## config.mk

```make
export PLATFORM = sky130hd
export DESIGN_NAME = ordered_dither_threshold
export DESIGN_NICKNAME = d
export VERILOG_FILES = /design/src/hdl/odt_pkg.sv /design/src/hdl/ordered_dither_threshold.sv /design/src/hdl/odt_front.sv /design/src/hdl/odt_queue.sv /design/src/hdl/odt_back.sv
export SDC_FILE = /design/constraint.sdc
export NUM_CORES = 1
export LEC_CHECK = 0
export BUFFER_PORTS_ARGS = -buffer_cell sky130_fd_sc_hd__buf_2
export CAP_MARGIN = 20
export CORE_ASPECT_RATIO = 0.75
export CORE_UTILIZATION = 47
export CTS_BUF_LIST = sky130_fd_sc_hd__clkbuf_8
export DETAILED_ROUTE_END_ITERATION = 12
export PLACE_DENSITY_LB_ADDON = 0.05
export SYNTH_ARGS = -nofsm -noshare
export SYNTH_HDL_FRONTEND = slang
export SYNTH_HIERARCHICAL = 1
export SYNTH_SLANG_ARGS = --single-unit
```

## constraint.sdc

```tcl
create_clock -name clk_i -period 4.6 [get_ports clk_i]
set_input_delay 0.46 -clock clk_i [delete_from_list [all_inputs] [get_ports clk_i]]
set_output_delay 0.46 -clock clk_i [all_outputs]
set_load 0.1 [all_outputs]
```

## src/hdl/odt_pkg.sv

```systemverilog
// Shared types, codes and threshold tables for the ordered dither threshold block.
`timescale 1ns / 1ps

package odt_pkg;

  localparam int unsigned PIX_W        = 8;
  localparam int unsigned MODE_W       = 3;
  localparam int unsigned LINE_W       = 13;
  localparam int unsigned CFG_IDX_W    = 2;
  localparam int unsigned CFG_DATA_W   = 13;
  localparam int unsigned MAX_LINE_WIDTH_DEF = 4096;
  localparam int unsigned MATRIX_MAX   = 8;
  localparam int unsigned ROW_W        = $clog2(MATRIX_MAX);
  localparam int unsigned QUEUE_DEPTH  = 2;

  localparam logic [PIX_W-1:0] LEVEL_BLACK = 8'd0;
  localparam logic [PIX_W-1:0] LEVEL_1     = 8'd85;
  localparam logic [PIX_W-1:0] LEVEL_2     = 8'd170;
  localparam logic [PIX_W-1:0] LEVEL_WHITE = 8'd255;

  typedef enum logic [CFG_IDX_W-1:0] {
    REG_MODE       = 2'd0,
    REG_LINE_WIDTH = 2'd1,
    REG_FIXED_THR  = 2'd2
  } odt_reg_e;

  typedef enum logic [MODE_W-1:0] {
    MODE_FIXED = 3'd0,
    MODE_2X2   = 3'd1,
    MODE_4X4   = 3'd2,
    MODE_8X8   = 3'd3,
    MODE_FOUR  = 3'd4
  } odt_mode_e;

  // How the back end resolves an entry
  typedef enum logic [1:0] {
    KIND_FIXED  = 2'd0,
    KIND_MATRIX = 2'd1,
    KIND_FOUR   = 2'd2
  } odt_kind_e;

  typedef struct packed {
    logic [PIX_W-1:0] pixel;
    odt_kind_e        kind;
    logic [PIX_W-1:0] thr_a;  // fixed or primary matrix threshold (4x4 in four-level)
    logic [PIX_W-1:0] thr_b;  // 8x8 threshold, four-level only
  } odt_entry_t;

  localparam logic [1:0] IDX2 [2][2] = '{'{2'd1, 2'd2}, '{2'd3, 2'd0}};

  localparam logic [3:0] IDX4 [4][4] = '{
    '{4'd5,  4'd9,  4'd6,  4'd10},
    '{4'd13, 4'd1,  4'd14, 4'd2},
    '{4'd7,  4'd11, 4'd4,  4'd8},
    '{4'd15, 4'd3,  4'd12, 4'd0}
  };

  localparam logic [5:0] IDX8 [8][8] = '{
    '{6'd21, 6'd37, 6'd25, 6'd41, 6'd22, 6'd38, 6'd26, 6'd42},
    '{6'd53, 6'd5,  6'd57, 6'd9,  6'd54, 6'd6,  6'd58, 6'd10},
    '{6'd29, 6'd45, 6'd17, 6'd33, 6'd30, 6'd46, 6'd18, 6'd34},
    '{6'd61, 6'd13, 6'd49, 6'd1,  6'd62, 6'd14, 6'd50, 6'd2},
    '{6'd23, 6'd39, 6'd27, 6'd43, 6'd20, 6'd36, 6'd24, 6'd40},
    '{6'd55, 6'd7,  6'd59, 6'd11, 6'd52, 6'd4,  6'd56, 6'd8},
    '{6'd31, 6'd47, 6'd19, 6'd35, 6'd28, 6'd44, 6'd16, 6'd32},
    '{6'd63, 6'd15, 6'd51, 6'd3,  6'd60, 6'd12, 6'd48, 6'd0}
  };

  // (2I+1)*255, at most 127*255, fits 15 bits; divisor 2N^2 is a power of two
  function automatic logic [14:0] odd_scaled(input logic [5:0] idx);
    logic [14:0] p;
    p = 15'({idx, 1'b1}) * 15'd255;
    return p;
  endfunction

  function automatic logic [PIX_W-1:0] thr_2x2(input logic r, input logic c);
    logic [14:0] p;
    p = odd_scaled({4'd0, IDX2[r][c]});
    return p[10:3];  // divide by 8
  endfunction

  function automatic logic [PIX_W-1:0] thr_4x4(input logic [1:0] r, input logic [1:0] c);
    logic [14:0] p;
    p = odd_scaled({2'd0, IDX4[r][c]});
    return p[12:5];  // divide by 32
  endfunction

  function automatic logic [PIX_W-1:0] thr_8x8(input logic [2:0] r, input logic [2:0] c);
    logic [14:0] p;
    p = odd_scaled(IDX8[r][c]);
    return p[14:7];  // divide by 128
  endfunction

endpackage

```

## src/hdl/ordered_dither_threshold.sv

```systemverilog
// Ordered dither threshold block: top level with configuration registers.
`timescale 1ns / 1ps

// One grey pixel in, one pixel out, in raster order, one transfer per clock
// sustained while the output is not stalled. The front end tracks column
// (wrapping at the line width, zero read as one and large values clipped to
// MAX_LINE_WIDTH) and row phase mod 8, restarts both on frame_start, and
// looks up the threshold for the current mode from constant tables or the
// fixed threshold register; the back end compares and registers the result.
// An input transfer passes through the two-entry queue and then the output
// register. While streaming the queue holds one entry, so the input stalls
// once it fills, i.e. from the cycle after the first stalled output cycle.
// Mode 0 (and the unused codes 5..7) is a fixed threshold, 1..3 are 2x2, 4x4
// and 8x8 Bayer matrices, 4 gives four levels from the 4x4 and 8x8 decisions.
// Write configuration only while the block is idle.
module ordered_dither_threshold #(
  parameter int unsigned MAX_LINE_WIDTH = odt_pkg::MAX_LINE_WIDTH_DEF
) (
  input  logic                            clk_i,
  input  logic                            rst_ni,
  input  logic                            cfg_we_i,
  input  logic [odt_pkg::CFG_IDX_W-1:0]   cfg_idx_i,
  input  logic [odt_pkg::CFG_DATA_W-1:0]  cfg_wdata_i,
  input  logic                            in_valid_i,
  output logic                            in_stall_o,
  input  logic [odt_pkg::PIX_W-1:0]       pixel_in_i,
  input  logic                            frame_start_i,
  output logic                            out_valid_o,
  input  logic                            out_stall_i,
  output logic [odt_pkg::PIX_W-1:0]       pixel_out_o
);
  import odt_pkg::*;

  logic [MODE_W-1:0] mode_q;
  logic [LINE_W-1:0] line_width_q;
  logic [PIX_W-1:0]  fixed_thr_q;

  logic       push, full, empty, pop;
  odt_entry_t push_entry, pop_entry;
  logic [$clog2(QUEUE_DEPTH+1)-1:0] q_count;

  // Configuration registers
  always_ff @(posedge clk_i or negedge rst_ni) begin
    if (!rst_ni) begin
      mode_q       <= MODE_FIXED;
      line_width_q <= 13'd512;
      fixed_thr_q  <= 8'd127;
    end else if (cfg_we_i) begin
      unique case (cfg_idx_i)
        REG_MODE:       mode_q       <= cfg_wdata_i[MODE_W-1:0];
        REG_LINE_WIDTH: line_width_q <= cfg_wdata_i[LINE_W-1:0];
        REG_FIXED_THR:  fixed_thr_q  <= cfg_wdata_i[PIX_W-1:0];
        default: ;  // unmapped index, write dropped
      endcase
    end
  end

  odt_front #(
    .MAX_LINE_WIDTH(MAX_LINE_WIDTH)
  ) u_front (
    .clk_i        (clk_i),
    .rst_ni       (rst_ni),
    .mode_i       (mode_q),
    .line_width_i (line_width_q),
    .fixed_thr_i  (fixed_thr_q),
    .in_valid_i   (in_valid_i),
    .in_stall_o   (in_stall_o),
    .pixel_in_i   (pixel_in_i),
    .frame_start_i(frame_start_i),
    .push_o       (push),
    .entry_o      (push_entry),
    .full_i       (full)
  );

  odt_queue u_queue (
    .clk_i  (clk_i),
    .rst_ni (rst_ni),
    .push_i (push),
    .entry_i(push_entry),
    .full_o (full),
    .empty_o(empty),
    .pop_i  (pop),
    .entry_o(pop_entry),
    .count_o(q_count)
  );

  odt_back u_back (
    .clk_i      (clk_i),
    .rst_ni     (rst_ni),
    .empty_i    (empty),
    .entry_i    (pop_entry),
    .pop_o      (pop),
    .out_valid_o(out_valid_o),
    .out_stall_i(out_stall_i),
    .pixel_out_o(pixel_out_o)
  );

  // An accepted pixel is held somewhere on the next cycle
  a_accept_held: assert property (@(posedge clk_i) disable iff (!rst_ni)
    in_valid_i && !in_stall_o |=> (q_count != '0) || out_valid_o)
    else $error("accepted pixel lost between front and back");

  // Queue occupancy stays within its depth
  a_queue_bound: assert property (@(posedge clk_i) disable iff (!rst_ni)
    q_count <= ($bits(q_count))'(QUEUE_DEPTH))
    else $error("queue count beyond depth");

  // Only the four legal grey levels leave the block
  a_out_levels: assert property (@(posedge clk_i) disable iff (!rst_ni)
    out_valid_o |-> (pixel_out_o == LEVEL_BLACK) || (pixel_out_o == LEVEL_1) ||
                    (pixel_out_o == LEVEL_2) || (pixel_out_o == LEVEL_WHITE))
    else $error("output pixel not a legal level");

endmodule

```

## src/hdl/odt_front.sv

```systemverilog
// Front end: accepts pixels, tracks raster position and looks up thresholds.
`timescale 1ns / 1ps

module odt_front #(
  parameter int unsigned MAX_LINE_WIDTH = odt_pkg::MAX_LINE_WIDTH_DEF
) (
  input  logic                        clk_i,
  input  logic                        rst_ni,
  input  logic [odt_pkg::MODE_W-1:0]  mode_i,
  input  logic [odt_pkg::LINE_W-1:0]  line_width_i,
  input  logic [odt_pkg::PIX_W-1:0]   fixed_thr_i,
  input  logic                        in_valid_i,
  output logic                        in_stall_o,
  input  logic [odt_pkg::PIX_W-1:0]   pixel_in_i,
  input  logic                        frame_start_i,
  output logic                        push_o,
  output odt_pkg::odt_entry_t         entry_o,
  input  logic                        full_i
);
  import odt_pkg::*;

  localparam int unsigned CW = $clog2(MAX_LINE_WIDTH);
  localparam int unsigned WW = (CW + 1 > LINE_W) ? CW + 1 : LINE_W;

  logic [CW-1:0]    col_q, col_d, col_cur;
  logic [ROW_W-1:0] row_q, row_d, row_cur;
  logic [WW-1:0]    lw_ext, lw_sat;
  logic [CW:0]      eff_w, col_inc;
  logic             accept;

  assign in_stall_o = full_i;
  assign accept     = in_valid_i && !full_i;
  assign push_o     = accept;

  // Effective width: zero reads as one, large values clip to the maximum
  always_comb begin
    lw_ext = WW'(line_width_i);
    if (lw_ext > WW'(MAX_LINE_WIDTH)) begin
      lw_sat = WW'(MAX_LINE_WIDTH);
    end else if (lw_ext == '0) begin
      lw_sat = WW'(1);
    end else begin
      lw_sat = lw_ext;
    end
    eff_w = lw_sat[CW:0];
  end

  always_comb begin
    col_cur = frame_start_i ? '0 : col_q;
    row_cur = frame_start_i ? '0 : row_q;
    col_inc = {1'b0, col_cur} + (CW+1)'(1);
    if (col_inc >= eff_w) begin
      col_d = '0;
      row_d = row_cur + ROW_W'(1);
    end else begin
      col_d = col_inc[CW-1:0];
      row_d = row_cur;
    end
  end

  always_comb begin
    entry_o.pixel = pixel_in_i;
    entry_o.thr_b = thr_8x8(row_cur, col_cur[ROW_W-1:0]);
    unique case (mode_i)
      MODE_2X2: begin
        entry_o.kind  = KIND_MATRIX;
        entry_o.thr_a = thr_2x2(row_cur[0], col_cur[0]);
      end
      MODE_4X4: begin
        entry_o.kind  = KIND_MATRIX;
        entry_o.thr_a = thr_4x4(row_cur[1:0], col_cur[1:0]);
      end
      MODE_8X8: begin
        entry_o.kind  = KIND_MATRIX;
        entry_o.thr_a = thr_8x8(row_cur, col_cur[ROW_W-1:0]);
      end
      MODE_FOUR: begin
        entry_o.kind  = KIND_FOUR;
        entry_o.thr_a = thr_4x4(row_cur[1:0], col_cur[1:0]);
      end
      default: begin
        entry_o.kind  = KIND_FIXED;
        entry_o.thr_a = fixed_thr_i;
      end
    endcase
  end

  always_ff @(posedge clk_i or negedge rst_ni) begin
    if (!rst_ni) begin
      col_q <= '0;
      row_q <= '0;
    end else if (accept) begin
      col_q <= col_d;
      row_q <= row_d;
    end
  end

endmodule

```

## src/hdl/odt_queue.sv

```systemverilog
// Short queue between the front and back ends.
`timescale 1ns / 1ps

module odt_queue (
  input  logic                clk_i,
  input  logic                rst_ni,
  input  logic                push_i,
  input  odt_pkg::odt_entry_t entry_i,
  output logic                full_o,
  output logic                empty_o,
  input  logic                pop_i,
  output odt_pkg::odt_entry_t entry_o,
  output logic [$clog2(odt_pkg::QUEUE_DEPTH+1)-1:0] count_o
);
  import odt_pkg::*;

  localparam int unsigned PW = (QUEUE_DEPTH > 1) ? $clog2(QUEUE_DEPTH) : 1;
  localparam int unsigned NW = $clog2(QUEUE_DEPTH + 1);

  odt_entry_t     mem_q [QUEUE_DEPTH];
  logic [PW-1:0]  wr_q, rd_q;
  logic [NW-1:0]  cnt_q, cnt_d;
  logic           do_push, do_pop;

  assign full_o  = (cnt_q == NW'(QUEUE_DEPTH));
  assign empty_o = (cnt_q == '0);
  assign do_push = push_i && !full_o;
  assign do_pop  = pop_i && !empty_o;
  assign entry_o = mem_q[rd_q];
  assign count_o = cnt_q;

  always_comb begin
    cnt_d = cnt_q;
    if (do_push && !do_pop) begin
      cnt_d = cnt_q + NW'(1);
    end else if (do_pop && !do_push) begin
      cnt_d = cnt_q - NW'(1);
    end
  end

  always_ff @(posedge clk_i or negedge rst_ni) begin
    if (!rst_ni) begin
      wr_q  <= '0;
      rd_q  <= '0;
      cnt_q <= '0;
    end else begin
      cnt_q <= cnt_d;
      if (do_push) begin
        wr_q <= (wr_q == PW'(QUEUE_DEPTH - 1)) ? '0 : wr_q + PW'(1);
      end
      if (do_pop) begin
        rd_q <= (rd_q == PW'(QUEUE_DEPTH - 1)) ? '0 : rd_q + PW'(1);
      end
    end
  end

  always_ff @(posedge clk_i) begin
    if (do_push) begin
      mem_q[wr_q] <= entry_i;
    end
  end

endmodule

```

## src/hdl/odt_back.sv

```systemverilog
// Back end: threshold compare and registered output stage.
`timescale 1ns / 1ps

module odt_back (
  input  logic                      clk_i,
  input  logic                      rst_ni,
  input  logic                      empty_i,
  input  odt_pkg::odt_entry_t       entry_i,
  output logic                      pop_o,
  output logic                      out_valid_o,
  input  logic                      out_stall_i,
  output logic [odt_pkg::PIX_W-1:0] pixel_out_o
);
  import odt_pkg::*;

  logic             out_valid_q;
  logic [PIX_W-1:0] pix_q, pix_d;
  logic             load, hi_a, hi_b;

  assign load        = !empty_i && (!out_valid_q || !out_stall_i);
  assign pop_o       = load;
  assign out_valid_o = out_valid_q;
  assign pixel_out_o = pix_q;

  always_comb begin
    hi_a = entry_i.pixel > entry_i.thr_a;
    hi_b = entry_i.pixel > entry_i.thr_b;
    case (entry_i.kind)
      KIND_MATRIX: pix_d = hi_a ? LEVEL_WHITE : LEVEL_BLACK;
      KIND_FOUR: begin
        case ({hi_a, hi_b})
          2'b00:   pix_d = LEVEL_BLACK;
          2'b01:   pix_d = LEVEL_1;
          2'b10:   pix_d = LEVEL_2;
          default: pix_d = LEVEL_WHITE;
        endcase
      end
      // fixed threshold: strictly below gives black
      default: pix_d = (entry_i.pixel < entry_i.thr_a) ? LEVEL_BLACK : LEVEL_WHITE;
    endcase
  end

  always_ff @(posedge clk_i or negedge rst_ni) begin
    if (!rst_ni) begin
      out_valid_q <= 1'b0;
    end else if (load) begin
      out_valid_q <= 1'b1;
    end else if (!out_stall_i) begin
      out_valid_q <= 1'b0;
    end
  end

  always_ff @(posedge clk_i) begin
    if (load) begin
      pix_q <= pix_d;
    end
  end

endmodule
```

==> flow_summary.toml, run 1 <==
[worst_setup_path]
regToRegEndpoint = "u_queue/mem_q[1][13]"
r2r-start = "u_front/col_q[2]"
start_kind = "flip-flop"
slowest_stage = "fa_1"
cp_num_cells = 18
cp.arrival_ns = 4.52
cpPeakStageDelay_ns = 0.50
r2r_slack_ns = 0.20
crit_top_cell = "inv_1"
worstPathCellList = "nor2b_4 > inv_1 > ha_1 > inv_1 > ha_4 > xnor2_4 > inv_1 > fa_1 > fa_1 > ha_1 > inv_1 > ha_4 > nand3_2 > o2111ai_4 > and3_4 > a21oi_1 > xnor2_1 > a211o_1"
worstRegToRegCells = 18
cp_num_buf_inv = 4
critical-path-top-delay-family = "adder cells"
worstPathMaxFanout = 4
setup.worst_path.start = "u_front/col_q[2]"
crit_end = "u_queue/mem_q[1][13]"
worstPathRequired_ns = 4.72
crit_path_end_kind = "flip-flop"
critPathKind = "reg2reg"

[worst_hold_path]
hp-class = "in2reg"

[yosys]
yosysSeqAreaShare_pct = 38.2
synth.most_common_cell = "ha_1"
synth_top_area_share_pct = 22.7
async_flop_share_pct = 44.9
yosys-top-cells-area = "edfxtp_1 (23%), ha_1 (15%), dfrtp_1 (13%), mux2_4 (6.1%), inv_1 (3.9%)"
syn-num-nets = 783
yosysTopAreaCell = "edfxtp_1"
synthTopCellsByCount = "ha_1 (87), inv_1 (75), edfxtp_1 (54), nand2_1 (54), nor2_1 (37)"
synth_area_per_cell_um2 = 10.9
yosys_warnings = 6
synth-seq-cells = 98
synth_cell_type_count = 64
synth_edf_count = 54
ys.flop_type = "edfxtp_1"
synthCells = 655
synthesis.area_um2 = 7140

[routing]
drt-initial-drc-count = 269
drt-total-wl_um = 15000
first_pass_iters = 4
drc = 0
wl_per_cell_um = 16.2
vias = 4942
vias_per_cell = 5.33
drtAntennaViolNets = 0

[finish]
drive_above_1_share_pct = 29.0
insertedDiodeCount = 0
finalNonFillerCells = 928
fin_nets = 851
num-fill-cells = 1298
area_growth_pct = 13.9

[clocking]
clk_pin_slew_worst_paths_ns = 0.10
clkLatencyLatePin_ns = 0.38
cts_tree = "yes"
cts_made_buffers = 9
cts_htree_levels = 3
clock_sinks = 98
root_buffer = "clkbuf_8"
cts_buffer_depth = 2

[global_route]
grt_pass1_wl_um = 25100
grt_max_degree = 45
grt_pass1_vias = 5023
grt_usage_pct = 21.0
antenna_found_initial = 0
grt.overflow.total = 0

[sta]
hold_viol = 0
fin_skew_ns = 0.0147
whs_ns = 0.257
fmax_mhz = 227
finalCriticalPeriod_ns = 4.40
drv_slew = 0
worstMarginPinSlew_ns = 0.846
rsz0062_at_grt = "true"
period_share_pct = 95.7
relSlewSlack_pct = 43.6
setup_viol = 0

[floorplanning]
die_w_um = 144
dieArea_um2 = 15700
die-height_um = 109
core_um2 = 14600
initial_core_util_pct = 48.8
rows = 38
ios = 39

[placement]
portBuffers = 38
place_congestion = 0.858
placed_cells = 909
dpl.hpwl_um = 11500

[status]
status = "complete, no violations"

[flow_run]
drv_cap = 0
[per-stage QoR]
stage | utilization, % | worst slack [ns] | instance area [µm²] | setup TNS, ns
after global routing | 55.6 | 0.0157 | 8140 | 0
after detailed placement | 53.2 | -0.161 | 7780 | -1.68
after global placement | 53.2 | -0.0880 | 7780 | -0.311
final | 55.6 | 0.198 | 8140 | 0
after CTS | 54.7 | 0.0370 | 8010 | 0
after floorplan | - | 0.0140 | 7220 | 0
[worst min-delay path by stage]
stage	start	endpoint	slack, ns	cells after the start
floorplan	rst_ni	fixed_thr_q[7]	0.16	0
global placement	u_back/out_valid_o	u_back/out_valid_o	0.48	2
detailed placement	u_queue/wr_q	u_queue/wr_q	0.50	1
CTS	pixel_in_i[1]	u_queue/mem_q[0][19]	0.23	1
global route	pixel_in_i[0]	u_queue/mem_q[0][18]	0.24	1
finish	pixel_in_i[1]	u_queue/mem_q[0][19]	0.26	1
[metal layers]
| metal | track usage, % | vias up | part of all wire (%) |
|---|---|---|---|
| met5 | 0 | - | 0 |
| met3 | 3.73 | 13 | 4.7 |
| met1 | 30.5 | 2400 | 51 |
| li1 | - | 2429 | - |
| met2 | 32.6 | 100 | 43 |
| met4 | 4.59 | 0 | 1.0 |
[kinds of logic (layout without fill, tap and decap cells)]
group / count (synthesis) / count (layout) / synth area share (%)
buf+inv: 106 / 179 / 7.11
compound gates: 111 / 111 / 11.5
mux: 50 / 50 / 9.40
xor+xnor: 32 / 32 / 3.92
simple gates: 159 / 159 / 11.2
fa+ha+maj: 99 / 99 / 18.6
flops: 98 / 98 / 38.2
[layout by cell type, fill, tap and decap left out, types with 3 or more instances in the layout]
cell type  count
nand2b_1       5
nor3_1         9
nand3_1        9
dfstp_2        8
or2_2          5
a31o_2         3
and2_1         4
mux2_2        21
dfrtp_1       36
ha_4           4
clkbuf_8       9
buf_2         38
inv_2          3
a21o_1         8
fa_1          11
nand2_1       53
edfxtp_1      54
o21a_1         3
o21ai_0       22
xnor2_1       17
nor2b_1       11
a211o_1        4
o211ai_1       6
nor2_1        34
inv_1         73
nand4_1        7
o41ai_2        6
buf_4         48
xor2_1        14
a211oi_1       3
a21oi_1       26
o31ai_1        4
mux2_4        29
ha_1          83
[layout make-up]
class	instances	area (µm²)	area share (%)
clock buffer	9	124	1.52
clock inverter	7	100	1.23
inverter	75	282	3.46
multi-input combinational	451	4070	50.0
sequential	98	2730	33.6
tap	200	250	3.08
timing repair buffer	88	581	7.14
[flip-flops by register name (all words and copies together), names as in the netlist]
signal / cells
fixed_thr_q: 8
line_width_q: 13
mode_q: 3
u_back/out_valid_o: 1
u_back/pixel_out_o: 2
u_front/col_q: 12
u_front/row_q: 3
u_queue/count_o: 2
u_queue/mem_q: 52
u_queue/rd_q: 1
u_queue/wr_q: 1
[timing repair]
action                                  in CTS  in global routing
endpoints found under the hold margin        0                 13
resized for setup                            0                 14
buffers inserted                             0                  1
hold buffers                                 0                  1
endpoints found under the setup margin       0                 21
Power of run 1 is not shown: default switching activity piles up to over one toggle a cycle in this logic, so the estimate is an artifact.
==> run 2: changes to the inputs <==
--- a/config.mk
+++ b/config.mk
@@ -11,7 +11,7 @@
 export CORE_UTILIZATION = 47
 export CTS_BUF_LIST = sky130_fd_sc_hd__clkbuf_8
 export DETAILED_ROUTE_END_ITERATION = 12
-export PLACE_DENSITY_LB_ADDON = 0.05
+export PLACE_DENSITY = 0.77
 export SYNTH_ARGS = -nofsm -noshare
 export SYNTH_HDL_FRONTEND = slang
 export SYNTH_HIERARCHICAL = 1
==> flow_summary.toml, run 2 (synthesis results as in run 1) <==
[placement]
portBuffers = 38
place_congestion = 0.875
pre_cts_ws_ns = -0.196
placed_cells = 908
dpl.hpwl_um = 11500

[worst_setup_path]
cp.arrival_ns = 4.55
crit_path_end_kind = "flip-flop"
slowest_stage = "fa_1"
start_kind = "flip-flop"
r2r-start = "u_front/row_q[2]"
critPathKind = "reg2reg"
worstPathRequired_ns = 4.73
worstPathCellList = "nand2_1 > inv_1 > ha_1 > inv_1 > ha_4 > xnor2_4 > inv_2 > fa_1 > fa_1 > ha_1 > inv_1 > ha_4 > nand3_2 > o2111ai_4 > and3_4 > a21oi_1 > xnor2_1 > a211o_1"
worstRegToRegCells = 18
worstPathMaxFanout = 4
r2r_slack_ns = 0.18
regToRegEndpoint = "u_queue/mem_q[0][13]"
cpPeakStageDelay_ns = 0.54
crit_top_cell = "inv_1"

[sta]
finalCriticalPeriod_ns = 4.42
fin_skew_ns = 0.0128
whs_ns = 0.214
fin_setup_tns_ns = 0
hold_viol = 0
setup_viol = 0
worstMarginPinSlew_ns = 0.963
worst_slack_ns = 0.177
period_share_pct = 96.1
relSlewSlack_pct = 35.8
fmax_mhz = 226
drv_slew = 0

[routing]
first_pass_iters = 7
drc = 0
vias_per_cell = 5.44
drt-total-wl_um = 15200
vias = 5057
drtAntennaViolNets = 0
drt-initial-drc-count = 314
wl_per_cell_um = 16.3

[status]
status = "complete, no violations"

[finish]
layout_commonest_cell = "ha_1"
num-fill-cells = 1260
layout.cells.most_common_list = "ha_1 (81), inv_1 (71), edfxtp_1 (54)"
area_growth_pct = 14.6
largest-register = "u_queue/mem_q"
insertedDiodeCount = 0
largest_reg_flops = 52
drive_above_1_share_pct = 30.0
fin_nets = 852
top_regs = "u_queue/mem_q x52, line_width_q x13, u_front/col_q x12"
finalNonFillerCells = 929

[floorplanning]
die-height_um = 109
core_um2 = 14600
dieArea_um2 = 15700
die_w_um = 144
rows = 38
ios = 39
initial_core_util_pct = 48.8

[clocking]
clk_pin_slew_worst_paths_ns = 0.11
cts_htree_levels = 3
cts_hold_repair.buffers = 0
clkLatencyLatePin_ns = 0.38
cts_buffer_depth = 2
cts_tree = "yes"
cts_made_buffers = 9
clock_sinks = 98
root_buffer = "clkbuf_8"

[global_route]
grt_usage_pct = 20.6
grt_pass1_wl_um = 24900
grt_pass1_vias = 5220
grt.overflow.total = 0
grt_max_degree = 45
antenna_found_initial = 0

[flow_run]
drv_cap = 0

[worst_hold_path]
hp-class = "in2async"
-- run 2: cell types whose count changed in the layout (fill, tap and decap cells not counted), moves of 2 or more --
cell / change
ha_1: -2
dfrtp_1: -2
buf_4: +2
inv_1: -2
dfrtp_2: +2
-- run 2: per-stage QoR --
step / utilization [%] / cell area [µm²]
finish: 55.9 / 8190
global route: 55.9 / 8190
CTS: 54.8 / 8030
detailed placement: 53.2 / 7800
global placement: 53.1 / 7770
floorplan: - / 7220
-- run 2: repair_timing --
action,in CTS,in global routing
setup buffers,0,5
setup endpoints to repair,0,24
resized for setup,0,21
-- run 2: worst max path at each step --
stage / start / to / slack (ns) / cells after the start
after global routing: u_front/row_q[2] / u_queue/mem_q[1][15] / -0.02 / 18
after detailed placement: frame_start_i / u_queue/mem_q[1][13] / -0.20 / 20
final: u_front/row_q[2] / u_queue/mem_q[0][13] / 0.18 / 18
after global placement: frame_start_i / u_queue/mem_q[0][9] / -0.005 / 21
after CTS: u_front/row_q[2] / u_queue/mem_q[0][13] / 0.03 / 18
after floorplan: frame_start_i / u_queue/mem_q[0][14] / 0.01 / 18
-- run 2: worst max-delay path: cells and delay by family, from the launching register on --
family / cells / cell delay [ns]
fa+ha+maj: 6 / 2.04
buf+inv: 4 / 0.28
compound gates: 3 / 0.62
simple gates: 3 / 0.45
xor+xnor: 2 / 0.35
flops: 1 / 0.44
-- run 2: layout make-up --
| cell class | count | area, µm² | area share (%) |
|---|---|---|---|
| Clock buffer | 9 | 124 | 1.51 |
| Clock inverter | 7 | 109 | 1.33 |
| Inverter | 75 | 282 | 3.44 |
| Multi-Input combinational cell | 451 | 4100 | 50.0 |
| Sequential cell | 98 | 2740 | 33.4 |
| Tap cell | 200 | 250 | 3.06 |
| Timing Repair Buffer | 89 | 593 | 7.24 |
-- run 2: per-layer routing --
layer  GRT usage [%]  vias up  routed length [µm]
met5               0        -                   0
met4            7.44        0                 298
met3            4.48       20                 827
met2            34.0      159                7180
met1            26.5     2446                6850
li1                -     2432                   -
Power of run 2 is left out for the same reason.
